[src/hw/rtl/qte_pkg.sv]
package qte_pkg;

   localparam int CORDIC_STEPS = 14;
   localparam int TAB_LEN      = 24;
   localparam int CS_RUN       = (CORDIC_STEPS < TAB_LEN) ? CORDIC_STEPS : TAB_LEN;

   localparam int QW      = 16;
   localparam int PW      = 2 * QW;
   localparam int TW      = 36;
   localparam int CW      = 30;
   localparam int XW      = 40;
   localparam int AW      = 28;
   localparam int SQW     = 57;
   localparam int SQ_STEPS = 29;
   localparam int STEP_W  = 5;
   localparam int FRAC_SH = 11;

   localparam logic signed [TW-1:0] ONE_Q28     = TW'(64'sd268435456);
   localparam logic signed [AW-1:0] HALF_PI_Q24 = AW'(64'sd26353589);
   localparam logic signed [AW:0]   ROUND_Q24   = (AW+1)'(64'sd1024);
   localparam logic signed [15:0]   PI_Q13      = 16'sd25736;
   localparam logic signed [15:0]   HALF_PI_Q13 = 16'sd12868;

   typedef struct packed {
      logic signed [XW-1:0] x;
      logic signed [XW-1:0] y;
      logic signed [AW-1:0] ang;
      logic                 zero;
   } cor_lane_type;

   typedef struct packed {
      cor_lane_type         yaw;
      cor_lane_type         roll;
      logic signed [CW-1:0] t2;
   } pass_type;

   function automatic logic signed [AW-1:0] atan_entry(input logic [STEP_W-1:0] step);
      logic signed [AW-1:0] r;
      case (step)
         5'd0:  r = AW'(64'sd13176795);
         5'd1:  r = AW'(64'sd7778716);
         5'd2:  r = AW'(64'sd4110060);
         5'd3:  r = AW'(64'sd2086331);
         5'd4:  r = AW'(64'sd1047214);
         5'd5:  r = AW'(64'sd524117);
         5'd6:  r = AW'(64'sd262123);
         5'd7:  r = AW'(64'sd131069);
         5'd8:  r = AW'(64'sd65536);
         5'd9:  r = AW'(64'sd32768);
         5'd10: r = AW'(64'sd16384);
         5'd11: r = AW'(64'sd8192);
         5'd12: r = AW'(64'sd4096);
         5'd13: r = AW'(64'sd2048);
         5'd14: r = AW'(64'sd1024);
         5'd15: r = AW'(64'sd512);
         5'd16: r = AW'(64'sd256);
         5'd17: r = AW'(64'sd128);
         5'd18: r = AW'(64'sd64);
         5'd19: r = AW'(64'sd32);
         5'd20: r = AW'(64'sd16);
         5'd21: r = AW'(64'sd8);
         5'd22: r = AW'(64'sd4);
         5'd23: r = AW'(64'sd2);
         default: r = '0;
      endcase
      return r;
   endfunction

endpackage

[src/hw/rtl/qte_sqrt_cell.sv]
module qte_sqrt_cell (
   input  logic                            clock,
   input  logic                            advance,
   input  logic [qte_pkg::STEP_W-1:0]      step,
   input  logic [qte_pkg::SQW-1:0]         rem_i,
   input  logic [qte_pkg::SQW-1:0]         res_i,
   output logic [qte_pkg::SQW-1:0]         rem_ff,
   output logic [qte_pkg::SQW-1:0]         res_ff
);
   import qte_pkg::*;

   logic [5:0]     sh;
   logic [SQW-1:0] one_w;
   logic [SQW-1:0] sum_w;
   logic [SQW-1:0] rem_in;
   logic [SQW-1:0] res_in;

   always_comb begin
      sh     = 6'(SQW - 1) - {step, 1'b0};
      one_w  = SQW'(1) << sh;
      sum_w  = res_i + one_w;
      if (rem_i >= sum_w) begin
         rem_in = rem_i - sum_w;
         res_in = (res_i >> 1) + one_w;
      end else begin
         rem_in = rem_i;
         res_in = res_i >> 1;
      end
   end

   always_ff @(posedge clock) begin
      if (advance) begin
         rem_ff <= rem_in;
         res_ff <= res_in;
      end
   end

endmodule

[config.mk]
export PLATFORM = sky130hd
export DESIGN_NAME = qte_sqrt_cell
export DESIGN_NICKNAME = d
export VERILOG_FILES = /design/src/hw/rtl/qte_pkg.sv /design/src/hw/rtl/qte_sqrt_cell.sv
export SDC_FILE = /design/constraint.sdc
export NUM_CORES = 1
export LEC_CHECK = 0
export BUFFER_PORTS_ARGS = -buffer_cell sky130_fd_sc_hd__buf_2
export CAP_MARGIN = 0
export CORE_ASPECT_RATIO = 1.25
export CORE_MARGIN = 5
export CORE_UTILIZATION = 58
export DETAILED_ROUTE_END_ITERATION = 8
export PLACE_DENSITY = 0.85
export SETUP_SLACK_MARGIN = 0.02
export SYNTH_ARGS = -nofsm -noshare
export SYNTH_HDL_FRONTEND = slang
export SYNTH_SLANG_ARGS = --single-unit
[constraint.sdc]
create_clock -name clock -period 6.6 [get_ports clock]
set_input_delay 0.66 -clock clock [delete_from_list [all_inputs] [get_ports clock]]
set_output_delay 0.66 -clock clock [all_outputs]
set_load 0.02 [all_outputs]
==> metrics.sh <==
FLOW.AREA_GROWTH_FROM_SYNTHESIS_PCT=17.38
CLOCK.FMAX_GHz=0.1615
ROUTE.DETAILED.DRC=2
CTSHOLDBUFFERS=0
GRT_SETUP_UNREPAIRED='false'
DRT_FIRST_ITER_VIOLATIONS=1467
FIN_CRIT_PS=6192
INITIAL_ANTENNA_VIOLATION_COUNT=4
WORST_HOLD_SLACK_PS=531.5
START_UTIL_PCT=58.69
SYNTH_NETS=1782
SYNTH.YOSYS.SEQ_AREA_SHARE_PCT=27.16
SYNTH_AREA_UM2=12600
FINALPOWER_mW=3.020
CTS-BUFFERS-INSERTED=17
GRT.TOTAL_USAGE_PCT=33.26
SYNTH.DISTINCT_CELLS=82
DIE_HEIGHT_UM=174.8
POWER.IR.VDD_WORST_mV=0.1743
CLKPWRFRAC_PCT=30.4
MOST-COMMON-LAYOUT-CELLS='buf_2, nand2_1, nor2_1'
POWER_LEAKAGE_nW=6.159
FINAL_NETS=2018
NETLIST_INSTANCES=1549
DATA_ARRIVAL_TIME_OF_THE_CRITICAL_PATH_PS=6370
TOTALWIRELENGTH_MM=42.06
CTS.HTREE.LEVELS=4
FIRST_PASS_ITERATION_COUNT_OF_THE_DETAILED_ROUTER=8
CTS_MAX_PATH_BUFFERS=2
ANTENNA_VIOLATING_NETS_POST_ROUTE=0
GRT_OVERFLOW=0
SETUP_TNS_FINAL_PS=0
CTS_SINKS=114
GRT_PASS1_WL_MM=66.55
VIA_COUNT=13360
TIMING.CRITICAL_PATH.TO_TYPE='flop'
SWITCHING_SHARE_PCT=38.48
CLKTRANSATPATHREGS_PS=60
LAYOUT-DRIVE-GT1-SHARE_PCT=19.63
SYNTH_ENABLE_FLOP_CELLS=114
PLACEMENT.IO_BUFFERS=234
ROUTABILITYCONGESTION=1.050
CP_DATA_REQUIRED_TIME_PS=6780
MIN_PERIOD_OVER_PERIOD_PCT=93.82
POST-ROUTE-UTIL_PCT=68.89
DIEAREA_UM2=24790
POSTCTS_SETUP_BUFS=0
FINAL_MAX_TRAN_VIOLS=0
PROPORTION_OF_SYNTHESIZED_FLIP_FLOPS_HAVING_ASYNCHRONOUS_SET_OR_RESET_PCT=0
CTS-ROOT-BUF='clkbuf_16'
SHARE_SEQ_OF_TOTAL_POWER_PCT=31.5
FINAL_HOLD_VIOL_COUNT=0
SWITCHING_POWER_mW=1.162
HPWL_MM=33.45
TIMING.HOLD.WORST_ENDPOINT='rem_ff[38]'
YS_WARN_COUNT=0
CTS_TREE='built'
CELLPOWERDENSITY_nW_PER_UM2=204.1
SETUP_VIOL=0
DESIGN.PORTCOUNT=235
FIRST_GLOBAL_VIAS=12630
GRT_MAX_DEGREE=61
LAYOUT.CELLS.MOST_COMMON='buf_2'
POWER.SHARE.COMBINATIONAL_PCT=38.1
FP.DIEW_UM=141.8
MAX_SLEW.WORST_PIN.SLEW_PS=812.3
HOLDCRITPATHCLASS='primary input to flop'
FP-ROW-COUNT=60
CP_MAX_FO=25
TIMING.SETUP.CRITICAL_PATH_CLASS='primary input to flop'
RUN_STATUS='finished, violations left'
POSTSYNTHREGISTERBITS=114
NUM-FILL-CELLS=1870
CAP_VIOL_MAX_COUNT=0
DRT-WIRELENGTH-PER-CELL_UM=20.21
VIAS_PER_CELL=6.421
FINAL_CRITICAL_PATH_SETUP_SLACK_PS=408.1
P_INT_mW=1.858
SLEW_HEADROOM_PCT=45.85
POST_SYNTH.CELL_AREA_AVG_UM2=8.136
TOP_FF_CELL_SYNTH='edfxtp_1'
PLACE_WORST_SETUP_SLACK_PS=-35.13
VIOLATIONS='DRC'
HOLD_PATH.STARTPOINT='rem_i[38]'
WHS_PATH_DEPTH=3
DESIGN.CORE.AREA_UM2=21470
WORST_SETUP_PATH_START_KIND='primary input'
## power by group through the flow
stage / Combinational (mW) / Clock [mW] / Sequential (mW)
3_3_place_gp: 1.11 / 0 / 0.964
3_5_place_dp: 1.13 / 0 / 0.965
5_1_grt: 1.24 / 0.957 / 0.959
4_1_cts: 1.13 / 0.923 / 0.952
2_1_floorplan: 0.612 / 0 / 1.09
6_report: 1.15 / 0.918 / 0.951
## critical path, cell delays in order
cell       delay (ps)
buf_2             140
or3b_1            440
nor2_1            160
ha_1              190
buf_4             140
nand4_1           140
nor3_1            250
or3b_2            480
o2111ai_1         190
nand3_1           160
a21oi_1           300
o21bai_1          100
a21boi_0          240
xnor2_1           200
ha_1              350
a21o_1            220
a21o_1            180
a21oi_1           200
o21bai_1          130
a2111oi_2         470
o311ai_4          170
buf_4             190
nand2_2           120
buf_12            190
nor2_1             60
a211o_1           290
## stage by stage
| step | std cells | instance area (µm²) |
|---|---|---|
| 2_1_floorplan | 1549 | 12600 |
| 3_3_place_gp | 2045 | 14210 |
| 3_5_place_dp | 2045 | 14210 |
| 4_1_cts | 2077 | 14780 |
| 5_1_grt | 2081 | 14790 |
| 6_report | 2081 | 14790 |
## Yosys cell counts (6+ instances only)
master | number | area share, %
a211oi_1 | 10 | 0.60
or3_1 | 6 | 0.30
nand3_1 | 38 | 1.5
a21boi_0 | 9 | 0.54
buf_4 | 8 | 0.48
a311oi_1 | 6 | 0.42
edfxtp_1 | 114 | 27
o31ai_1 | 10 | 0.60
and2_1 | 15 | 0.74
and4_1 | 6 | 0.42
nor4_1 | 12 | 0.60
nand2b_1 | 10 | 0.50
a41oi_1 | 8 | 0.56
and3_1 | 12 | 0.60
o21a_1 | 17 | 1.0
o21bai_1 | 13 | 0.77
inv_1 | 34 | 1.0
xnor2_1 | 81 | 5.6
o211ai_1 | 16 | 0.95
xor2_1 | 78 | 5.4
buf_2 | 19 | 0.75
a21o_1 | 34 | 2.0
nor2_1 | 162 | 4.8
o21ai_1 | 6 | 0.24
o21ai_0 | 117 | 4.6
nand2_1 | 180 | 5.4
nor2b_1 | 15 | 0.74
nor3_1 | 28 | 1.1
a31o_2 | 14 | 0.97
clkbuf_1 | 29 | 0.86
a31oi_1 | 50 | 2.5
nand4_1 | 45 | 2.2
a21oi_1 | 144 | 5.7
ha_1 | 111 | 11
## layer usage
metal  vias to the layer above  GRT usage, %  share of wire (%)  routed length (µm)
met1                      6177         45.03                 41               17440
met3                       150         5.092                8.8                3690
met4                         0         15.24                4.7                1958
met2                       738         52.31                 45               18970
li1                       6297             -                  -                   -
met5                         -             0                  0                   0
## cell type report
type / count / area [µm²] / area share, %
tap: 279 / 349.1 / 2.360
antenna: 4 / 10.01 / 0.06767
inverter: 34 / 127.6 / 0.8628
timing repair buffer: 280 / 1582 / 10.69
sequential: 114 / 3423 / 23.14
clock inverter: 15 / 136.4 / 0.9220
multi-input combinational: 1338 / 8738 / 59.08
clock buffer: 17 / 425.4 / 2.876
## registers in the layout (all words and copies together) (netlist names)
name	count
res_ff	57
rem_ff	57
## how the worst max path moves through the flow
stage | start | end | slack [ps] | depth (start not counted)
final | step[2] | res_ff[54] | 410 | 26
after global routing | step[2] | rem_ff[47] | 10 | 24
after CTS | step[2] | res_ff[54] | 420 | 25
after detailed placement | step[2] | res_ff[54] | -40 | 25
after global placement | step[2] | rem_ff[40] | 130 | 23
after floorplan | step[3] | rem_ff[56] | 480 | 25
## kinds of logic (layout without fill, tap and decap cells)
family / Yosys count / in the layout / synth area share [%]
simple gates: 556 / 556 / 20.72
xor+xnor: 159 / 159 / 11.05
other cells: 0 / 4 / 0
fa+ha+maj: 115 / 115 / 11.42
flops: 114 / 114 / 27.16
buf+inv: 97 / 346 / 3.564
compound gates: 503 / 503 / 25.66
mux: 5 / 5 / 0.4269
## repair_timing
| action | in CTS | in global routing |
|---|---|---|
| hold endpoints to repair | 0 | 0 |
| setup endpoints to repair | 0 | 92 |
| gates resized for setup | 0 | 1 |
Power figures use the tool's default switching activity.
