`config.mk`:
```
export PLATFORM = sky130hd
export DESIGN_NAME = qte_cordic_cell
export DESIGN_NICKNAME = d
export VERILOG_FILES = /design/src/hw/rtl/qte_pkg.sv /design/src/hw/rtl/qte_cordic_cell.sv
export SDC_FILE = /design/constraint.sdc
export NUM_CORES = 1
export LEC_CHECK = 0
export ABC_AREA = 1
export BUFFER_PORTS_ARGS = -buffer_cell sky130_fd_sc_hd__buf_2
export CELL_PAD_IN_SITES_DETAIL_PLACEMENT = 1
export CELL_PAD_IN_SITES_GLOBAL_PLACEMENT = 2
export CORE_ASPECT_RATIO = 1.75
export CORE_UTILIZATION = 32
export DETAILED_ROUTE_END_ITERATION = 6
export PLACE_DENSITY_LB_ADDON = 0.1
export SLEW_MARGIN = 5
export SYNTH_ARGS = -nofsm -noshare
export SYNTH_HDL_FRONTEND = slang
export SYNTH_SLANG_ARGS = --single-unit
```
`constraint.sdc`:
```
create_clock -name clock -period 5.19 [get_ports clock]
set_input_delay 0.519 -clock clock [delete_from_list [all_inputs] [get_ports clock]]
set_output_delay 0.519 -clock clock [all_outputs]
set_load 0.01 [all_outputs]
```
`src/hw/rtl/qte_pkg.sv`:
```
package qte_pkg;

   localparam int CORDIC_STEPS = 14;
   localparam int TAB_LEN      = 24;
   localparam int CS_RUN       = (CORDIC_STEPS < TAB_LEN) ? CORDIC_STEPS : TAB_LEN;

   localparam int QW      = 16;
   localparam int PW      = 2 * QW;
   localparam int TW      = 36;
   localparam int CW      = 30;
   localparam int XW      = 40;
   localparam int AW      = 28;
   localparam int SQW     = 57;
   localparam int SQ_STEPS = 29;
   localparam int STEP_W  = 5;
   localparam int FRAC_SH = 11;

   localparam logic signed [TW-1:0] ONE_Q28     = TW'(64'sd268435456);
   localparam logic signed [AW-1:0] HALF_PI_Q24 = AW'(64'sd26353589);
   localparam logic signed [AW:0]   ROUND_Q24   = (AW+1)'(64'sd1024);
   localparam logic signed [15:0]   PI_Q13      = 16'sd25736;
   localparam logic signed [15:0]   HALF_PI_Q13 = 16'sd12868;

   typedef struct packed {
      logic signed [XW-1:0] x;
      logic signed [XW-1:0] y;
      logic signed [AW-1:0] ang;
      logic                 zero;
   } cor_lane_type;

   typedef struct packed {
      cor_lane_type         yaw;
      cor_lane_type         roll;
      logic signed [CW-1:0] t2;
   } pass_type;

   function automatic logic signed [AW-1:0] atan_entry(input logic [STEP_W-1:0] step);
      logic signed [AW-1:0] r;
      case (step)
         5'd0:  r = AW'(64'sd13176795);
         5'd1:  r = AW'(64'sd7778716);
         5'd2:  r = AW'(64'sd4110060);
         5'd3:  r = AW'(64'sd2086331);
         5'd4:  r = AW'(64'sd1047214);
         5'd5:  r = AW'(64'sd524117);
         5'd6:  r = AW'(64'sd262123);
         5'd7:  r = AW'(64'sd131069);
         5'd8:  r = AW'(64'sd65536);
         5'd9:  r = AW'(64'sd32768);
         5'd10: r = AW'(64'sd16384);
         5'd11: r = AW'(64'sd8192);
         5'd12: r = AW'(64'sd4096);
         5'd13: r = AW'(64'sd2048);
         5'd14: r = AW'(64'sd1024);
         5'd15: r = AW'(64'sd512);
         5'd16: r = AW'(64'sd256);
         5'd17: r = AW'(64'sd128);
         5'd18: r = AW'(64'sd64);
         5'd19: r = AW'(64'sd32);
         5'd20: r = AW'(64'sd16);
         5'd21: r = AW'(64'sd8);
         5'd22: r = AW'(64'sd4);
         5'd23: r = AW'(64'sd2);
         default: r = '0;
      endcase
      return r;
   endfunction

endpackage

```
`src/hw/rtl/qte_cordic_cell.sv`:
```
module qte_cordic_cell (
   input  logic                            clock,
   input  logic                            advance,
   input  logic [qte_pkg::STEP_W-1:0]      step,
   input  qte_pkg::cor_lane_type           lane_i,
   output qte_pkg::cor_lane_type           lane_ff
);
   import qte_pkg::*;

   logic signed [XW-1:0] xs;
   logic signed [XW-1:0] ys;
   logic signed [AW-1:0] da;
   cor_lane_type         lane_in;

   always_comb begin
      xs      = lane_i.x >>> step;
      ys      = lane_i.y >>> step;
      da      = atan_entry(step);
      lane_in = lane_i;
      if (lane_i.y >= 0) begin
         lane_in.x   = lane_i.x + ys;
         lane_in.y   = lane_i.y - xs;
         lane_in.ang = lane_i.ang + da;
      end else begin
         lane_in.x   = lane_i.x - ys;
         lane_in.y   = lane_i.y + xs;
         lane_in.ang = lane_i.ang - da;
      end
   end

   always_ff @(posedge clock) begin
      if (advance) begin
         lane_ff <= lane_in;
      end
   end

endmodule

```
==> flow_metrics.env, run 1 <==
export IMPL_ant_nets=0
export IMPL_firstDrtPassIters=5
export IMPL_cp_endpoint="lane_ff[68]"
export IMPL_clock_sinks=109
export IMPL_fin_area_um2=22100
export IMPL_end_kind="flip-flop"
export IMPL_switching_power_mw=2.66
export IMPL_largest_reg_flops=109
export IMPL_synth_seq_cells=109
export IMPL_wl_um=88000
export IMPL_grt_use_total_pct=32.6
export IMPL_fin_ws_ns=0.136
export IMPL_final_util_pct=42.2
export IMPL_power_density_nw_per_um2=265
export IMPL_fin_nets=3604
export IMPL_tns_ns=0
export IMPL_cp_arrival_ns=5.22
export IMPL_drv_cap=0
export IMPL_top_regs="lane_ff x109"
export IMPL_dp_slack_ns=-0.631
export IMPL_whs_ns=0.294
export IMPL_crit_path_start_kind="primary input"
export IMPL_remaining_drc_errors=0
export IMPL_path_delay_family="simple AND/OR/NAND/NOR gates"
export IMPL_p_seq_share_pct=23.4
export IMPL_vdd_drop_max_uv=189
export IMPL_area_growth_pct=30.7
export IMPL_synth_top_family_by_area="simple AND/OR/NAND/NOR gates"
export IMPL_cp_depth=32
export IMPL_yosysUniqueCellTypes=50
export IMPL_synth_compound_area_share_pct=11.1
export IMPL_synthArstFlopShare_pct=0
export IMPL_criticalPathCategory="primary input to flip-flop"
export IMPL_grt_pass1_vias=23600
export IMPL_hold_path_startpoint="lane_i[0]"
export IMPL_synth_fa_ha_area_share_pct=8.93
export IMPL_port_buffers=224
export IMPL_synth_top_area_share_pct=20.6
export IMPL_grt_pass1_wl_um=133000
export IMPL_synth_avg_cell_area_um2=6.01
export IMPL_cpMaxStageDelayCell="ha_1"
export IMPL_synth_edff_count=109
export IMPL_hold_buffers=0
export IMPL_combPwrFrac_pct=62.6
export IMPL_grt_overflow=0
export IMPL_synthTopCellsByArea="nand2_1, edfxtp_1, nand3_1"
export IMPL_dp_hpwl_um=76500
export IMPL_regMostFlops="lane_ff"
export IMPL_layout_common_cells="nand2_1, nand3_1, buf_4"
export IMPL_crit_buf_inv=8
export IMPL_yosys_area_top_type="nand2_1"
export IMPL_swShare_pct=45.4
export IMPL_yosysWarnings=0
export IMPL_fmax_mhz=198
export IMPL_hold_path_class="primary input to flip-flop"
export IMPL_worstMarginPinSlew_ns=1.00
export IMPL_antenna_found_initial=1
export IMPL_outcome="finished clean"
export IMPL_instances_no_fill=4053
export IMPL_synth_simple_gate_area_share_pct=43.1
export IMPL_cts_tree="yes"
export IMPL_fin_crit_sh_pct=97.4
export IMPL_cts_root_buf="clkbuf_16"
export IMPL_start_util_pct=32.3
export IMPL_synthXorXnorAreaFrac_pct=8.64
export IMPL_ios=225
export IMPL_rows=111
export IMPL_post_place_cells=4036
export IMPL_max_stage_delay_ns=0.31
export IMPL_p_leak_nw=11.5
export IMPL_routedWlPerCell_um=21.7
export IMPL_gp_congestion=1.01
export IMPL_grt_max_degree=66
export IMPL_drt_iter0_markers=961
export IMPL_cp_startpoint="step[0]"
export IMPL_crit_fanout=34
export IMPL_fin_crit_ns=5.05
export IMPL_ys_seq_area_share_pct=19.3
export IMPL_dpl_instance_area_um2=21700
export IMPL_syn_instance_count=2818
export IMPL_die_area_um2=53800
export IMPL_path_common_cell="nand2_1"
export IMPL_clock_path_buffers=2
export IMPL_syn_nets=3053
export IMPL_vias_per_cell=5.31
export IMPL_slew_viol_final=0
export IMPL_rsz0062_at_grt="true"
export IMPL_clk_pin_slew_ns=0.09
export IMPL_drive_gt1_share_pct=21.2
export IMPL_synth_mux_area_share_pct=0.0591
export IMPL_setup_violations=0
export IMPL_relSlewSlack_pct=33.1
export IMPL_p_int_mw=3.20
export IMPL_die_w_um=176
export IMPL_critical_path_required_ns=5.35
export IMPL_die_h_um=306
export IMPL_vias=21500
export IMPL_p_total_mw=5.87
export IMPL_p_clk_share_pct=13.9
export IMPL_finalHoldViolations=0
export IMPL_htreeDepth=3
export IMPL_design_core_area_um2=52400
export IMPL_syn_area_um2=16900
export IMPL_synth_main_ff_cell="edfxtp_1"
export IMPL_cts_buffers=9
export IMPL_final_common_cell="nand2_1"
==> Yosys cell counts (all sizes together), types with 16 or more instances <==
| master | instances |
|---|---|
| nor4 | 16 |
| xor2 | 110 |
| inv | 272 |
| edfxtp | 109 |
| nand3 | 462 |
| a21oi | 161 |
| xnor2 | 57 |
| o21ai | 91 |
| ha | 116 |
| nand2 | 934 |
| nor2 | 240 |
| buf | 73 |
| nor3 | 19 |
| a31oi | 30 |
| clkbuf | 21 |
| nand4 | 29 |
==> how the worst min path moves through the flow <==
stage                     slack, ns  depth (start not counted)    endpoint
final                          0.29                          1  lane_ff[0]
after global routing           0.29                          1  lane_ff[0]
after CTS                      0.28                          1  lane_ff[0]
after detailed placement       0.70                          1  lane_ff[0]
after global placement         0.70                          1  lane_ff[0]
after floorplan                0.62                          0  lane_ff[0]
==> cells by family (layout without fill, tap and decap cells) <==
logic type                 after synthesis  after routing
buffers and inverters                  369            925
other                                    0              1
adders and majority gates              119            119
DFF                                    109            109
AOI/OAI and AO/OA                      336            336
muxes                                    1              1
xor gates and xnor gates               167            167
and+or+nand+nor                       1717           1717
==> area by class of cell <==
type,instances,area [µm²]
diodes,1,2.50
fillers,7161,30200
multi-input cells,2340,12300
well taps,678,848
clock buffers,10,229
flip-flops and latches,109,3270
clock inverters,6,80.1
repair buffers,634,4400
inverters,275,1030
==> metal layers <==
layer	track usage (%)	wire (µm)	part of all wire [%]	up-vias
met3	2.70	2150	2.4	225
met4	24.5	7310	8.3	0
li1	-	-	-	10500
met1	29.9	30200	34	10300
met5	0	0	0	-
met2	64.8	48300	55	492
==> power groups by stage <==
stage	sequential [mW]	clock [mW]	combinational, mW
floorplan	1.52	0	1.78
global placement	1.38	0	3.57
detailed placement	1.39	0	3.65
CTS	1.38	0.836	3.67
global route	1.40	0.857	4.02
finish	1.37	0.819	3.68
==> timing repair <==
item | CTS | global route
gates cloned | 0 | 0
pin swaps | 0 | 1
endpoints found under the setup margin | 8 | 18
resized for setup | 2 | 22
setup buffers | 0 | 1
endpoints found under the hold margin | 0 | 0
No activity file was read; power rests on OpenSTA's default activity.
==> run 2: changes to the inputs <==
--- a/config.mk
+++ b/config.mk
@@ -9,7 +9,7 @@
 export BUFFER_PORTS_ARGS = -buffer_cell sky130_fd_sc_hd__buf_2
 export CELL_PAD_IN_SITES_DETAIL_PLACEMENT = 1
 export CELL_PAD_IN_SITES_GLOBAL_PLACEMENT = 2
-export CORE_ASPECT_RATIO = 1.75
+export CORE_ASPECT_RATIO = 1.25
 export CORE_UTILIZATION = 32
 export DETAILED_ROUTE_END_ITERATION = 6
 export PLACE_DENSITY_LB_ADDON = 0.1
==> flow_metrics.env, run 2 (synthesis results as in run 1) <==
export IMPL_outcome="finished clean"
export IMPL_relSlewSlack_pct=43.5
export IMPL_die_h_um=259
export IMPL_final_common_cell="nand2_1"
export IMPL_grt_pass1_vias=21900
export IMPL_top_regs="lane_ff x109"
export IMPL_cpMaxStageDelayCell="ha_1"
export IMPL_antenna_found_initial=2
export IMPL_critical_path_required_ns=5.36
export IMPL_drv_cap=0
export IMPL_area_growth_pct=26.5
export IMPL_criticalPathCategory="primary input to flip-flop"
export IMPL_remaining_drc_errors=0
export IMPL_port_buffers=224
export IMPL_grt_pass1_wl_um=123000
export IMPL_dp_slack_ns=-0.290
export IMPL_clk_pin_slew_ns=0.08
export IMPL_wl_um=80600
export IMPL_rows=93
export IMPL_grt_use_total_pct=29.6
export IMPL_cts_tree="yes"
export IMPL_vdd_drop_max_uv=160
export IMPL_clock_path_buffers=2
export IMPL_layout_common_cells="nand2_1, nand3_1, buf_4"
export IMPL_fin_crit_ns=4.92
export IMPL_ant_nets=0
export IMPL_dp_hpwl_um=69300
export IMPL_fin_crit_sh_pct=94.7
export IMPL_routedWlPerCell_um=20.3
export IMPL_drt_iter0_markers=1096
export IMPL_end_kind="flip-flop"
export IMPL_design_core_area_um2=51900
export IMPL_cp_arrival_ns=5.08
export IMPL_final_util_pct=41.3
export IMPL_crit_buf_inv=8
export IMPL_power_density_nw_per_um2=262
export IMPL_grt_overflow=0
export IMPL_clock_sinks=109
export IMPL_dpl_instance_area_um2=21100
export IMPL_regMostFlops="lane_ff"
export IMPL_start_util_pct=32.6
export IMPL_fin_area_um2=21400
export IMPL_rsz0062_at_grt="false"
export IMPL_cts_root_buf="clkbuf_16"
export IMPL_fin_ws_ns=0.274
export IMPL_setup_violations=0
export IMPL_worstMarginPinSlew_ns=0.848
export IMPL_slew_viol_final=0
export IMPL_post_place_cells=3947
export IMPL_vias=20900
export IMPL_hold_path_startpoint="lane_i[0]"
export IMPL_vias_per_cell=5.27
export IMPL_crit_path_start_kind="primary input"
export IMPL_max_stage_delay_ns=0.31
export IMPL_holdPathStages=1
export IMPL_firstDrtPassIters=5
export IMPL_finalHoldViolations=0
export IMPL_htreeDepth=3
export IMPL_hold_buffers=0
export IMPL_gp_congestion=0.954
export IMPL_instances_no_fill=3965
export IMPL_path_delay_family="simple AND/OR/NAND/NOR gates"
export IMPL_fillers=7061
export IMPL_ios=225
export IMPL_cts_buffers=9
export IMPL_crit_fanout=28
export IMPL_path_common_cell="nand2_1"
export IMPL_hold_end="lane_ff[0]"
export IMPL_die_area_um2=53800
export IMPL_die_w_um=208
export IMPL_hold_path_class="primary input to flip-flop"
export IMPL_fmax_mhz=203
export IMPL_p_leak_nw=11.1
export IMPL_grt_max_degree=58
export IMPL_largest_reg_flops=109
export IMPL_fin_nets=3528
export IMPL_drive_gt1_share_pct=19.1
-- run 2: how the worst max path moves through the flow --
| stage | endpoint | cells after the start | from |
|---|---|---|---|
| global route | lane_ff[107] | 31 | step[0] |
| detailed placement | lane_ff[107] | 32 | step[0] |
| finish | lane_ff[101] | 32 | step[0] |
| global placement | lane_ff[107] | 32 | step[0] |
| floorplan | lane_ff[103] | 30 | step[1] |
| CTS | lane_ff[107] | 32 | step[0] |
-- run 2: repair_timing --
item                                    4_1_cts  5_1_grt
setup buffers                                 0        0
endpoints found under the setup margin        0        8
resized for setup                             0       10
-- run 2: power by group --
| group | internal (mW) | leakage [nW] | switching, mW | total, mW |
|---|---|---|---|---|
| registers | 1.31 | 1.07 | 0.0590 | 1.37 |
| logic | 1.38 | 9.84 | 2.09 | 3.48 |
| clock network | 0.341 | 0.144 | 0.410 | 0.751 |
-- run 2: metrics by stage --
| step | setup TNS (ns) | power (mW) | hold WS, ns |
|---|---|---|---|
| 5_1_grt | 0 | 6.01 | 0.279 |
| 6_report | 0 | 5.60 | 0.286 |
| 2_1_floorplan | 0 | 3.31 | 0.618 |
| 4_1_cts | 0 | 5.64 | 0.260 |
| 3_5_place_dp | -0.956 | 4.85 | 0.700 |
| 3_3_place_gp | -0.496 | 4.79 | 0.696 |
-- run 2: cell type report --
| class | count | area, µm² | share of cell area [%] |
|---|---|---|---|
| tap | 665 | 832 | 3.89 |
| clock buffer | 10 | 229 | 1.07 |
| inverter | 275 | 1030 | 4.82 |
| clock inverter | 6 | 67.6 | 0.316 |
| antenna | 2 | 5.00 | 0.0234 |
| multi-input combinational | 2340 | 12200 | 56.9 |
| timing repair buffer | 558 | 3800 | 17.7 |
| sequential | 109 | 3270 | 15.3 |
-- run 2: metal layers --
metal | vias up | routed length (µm) | track usage [%]
met5 | - | 0 | 0
met4 | 0 | 4150 | 15.9
met3 | 130 | 1500 | 1.84
met2 | 358 | 40800 | 54.7
met1 | 10100 | 34200 | 34.2
li1 | 10300 | - | -
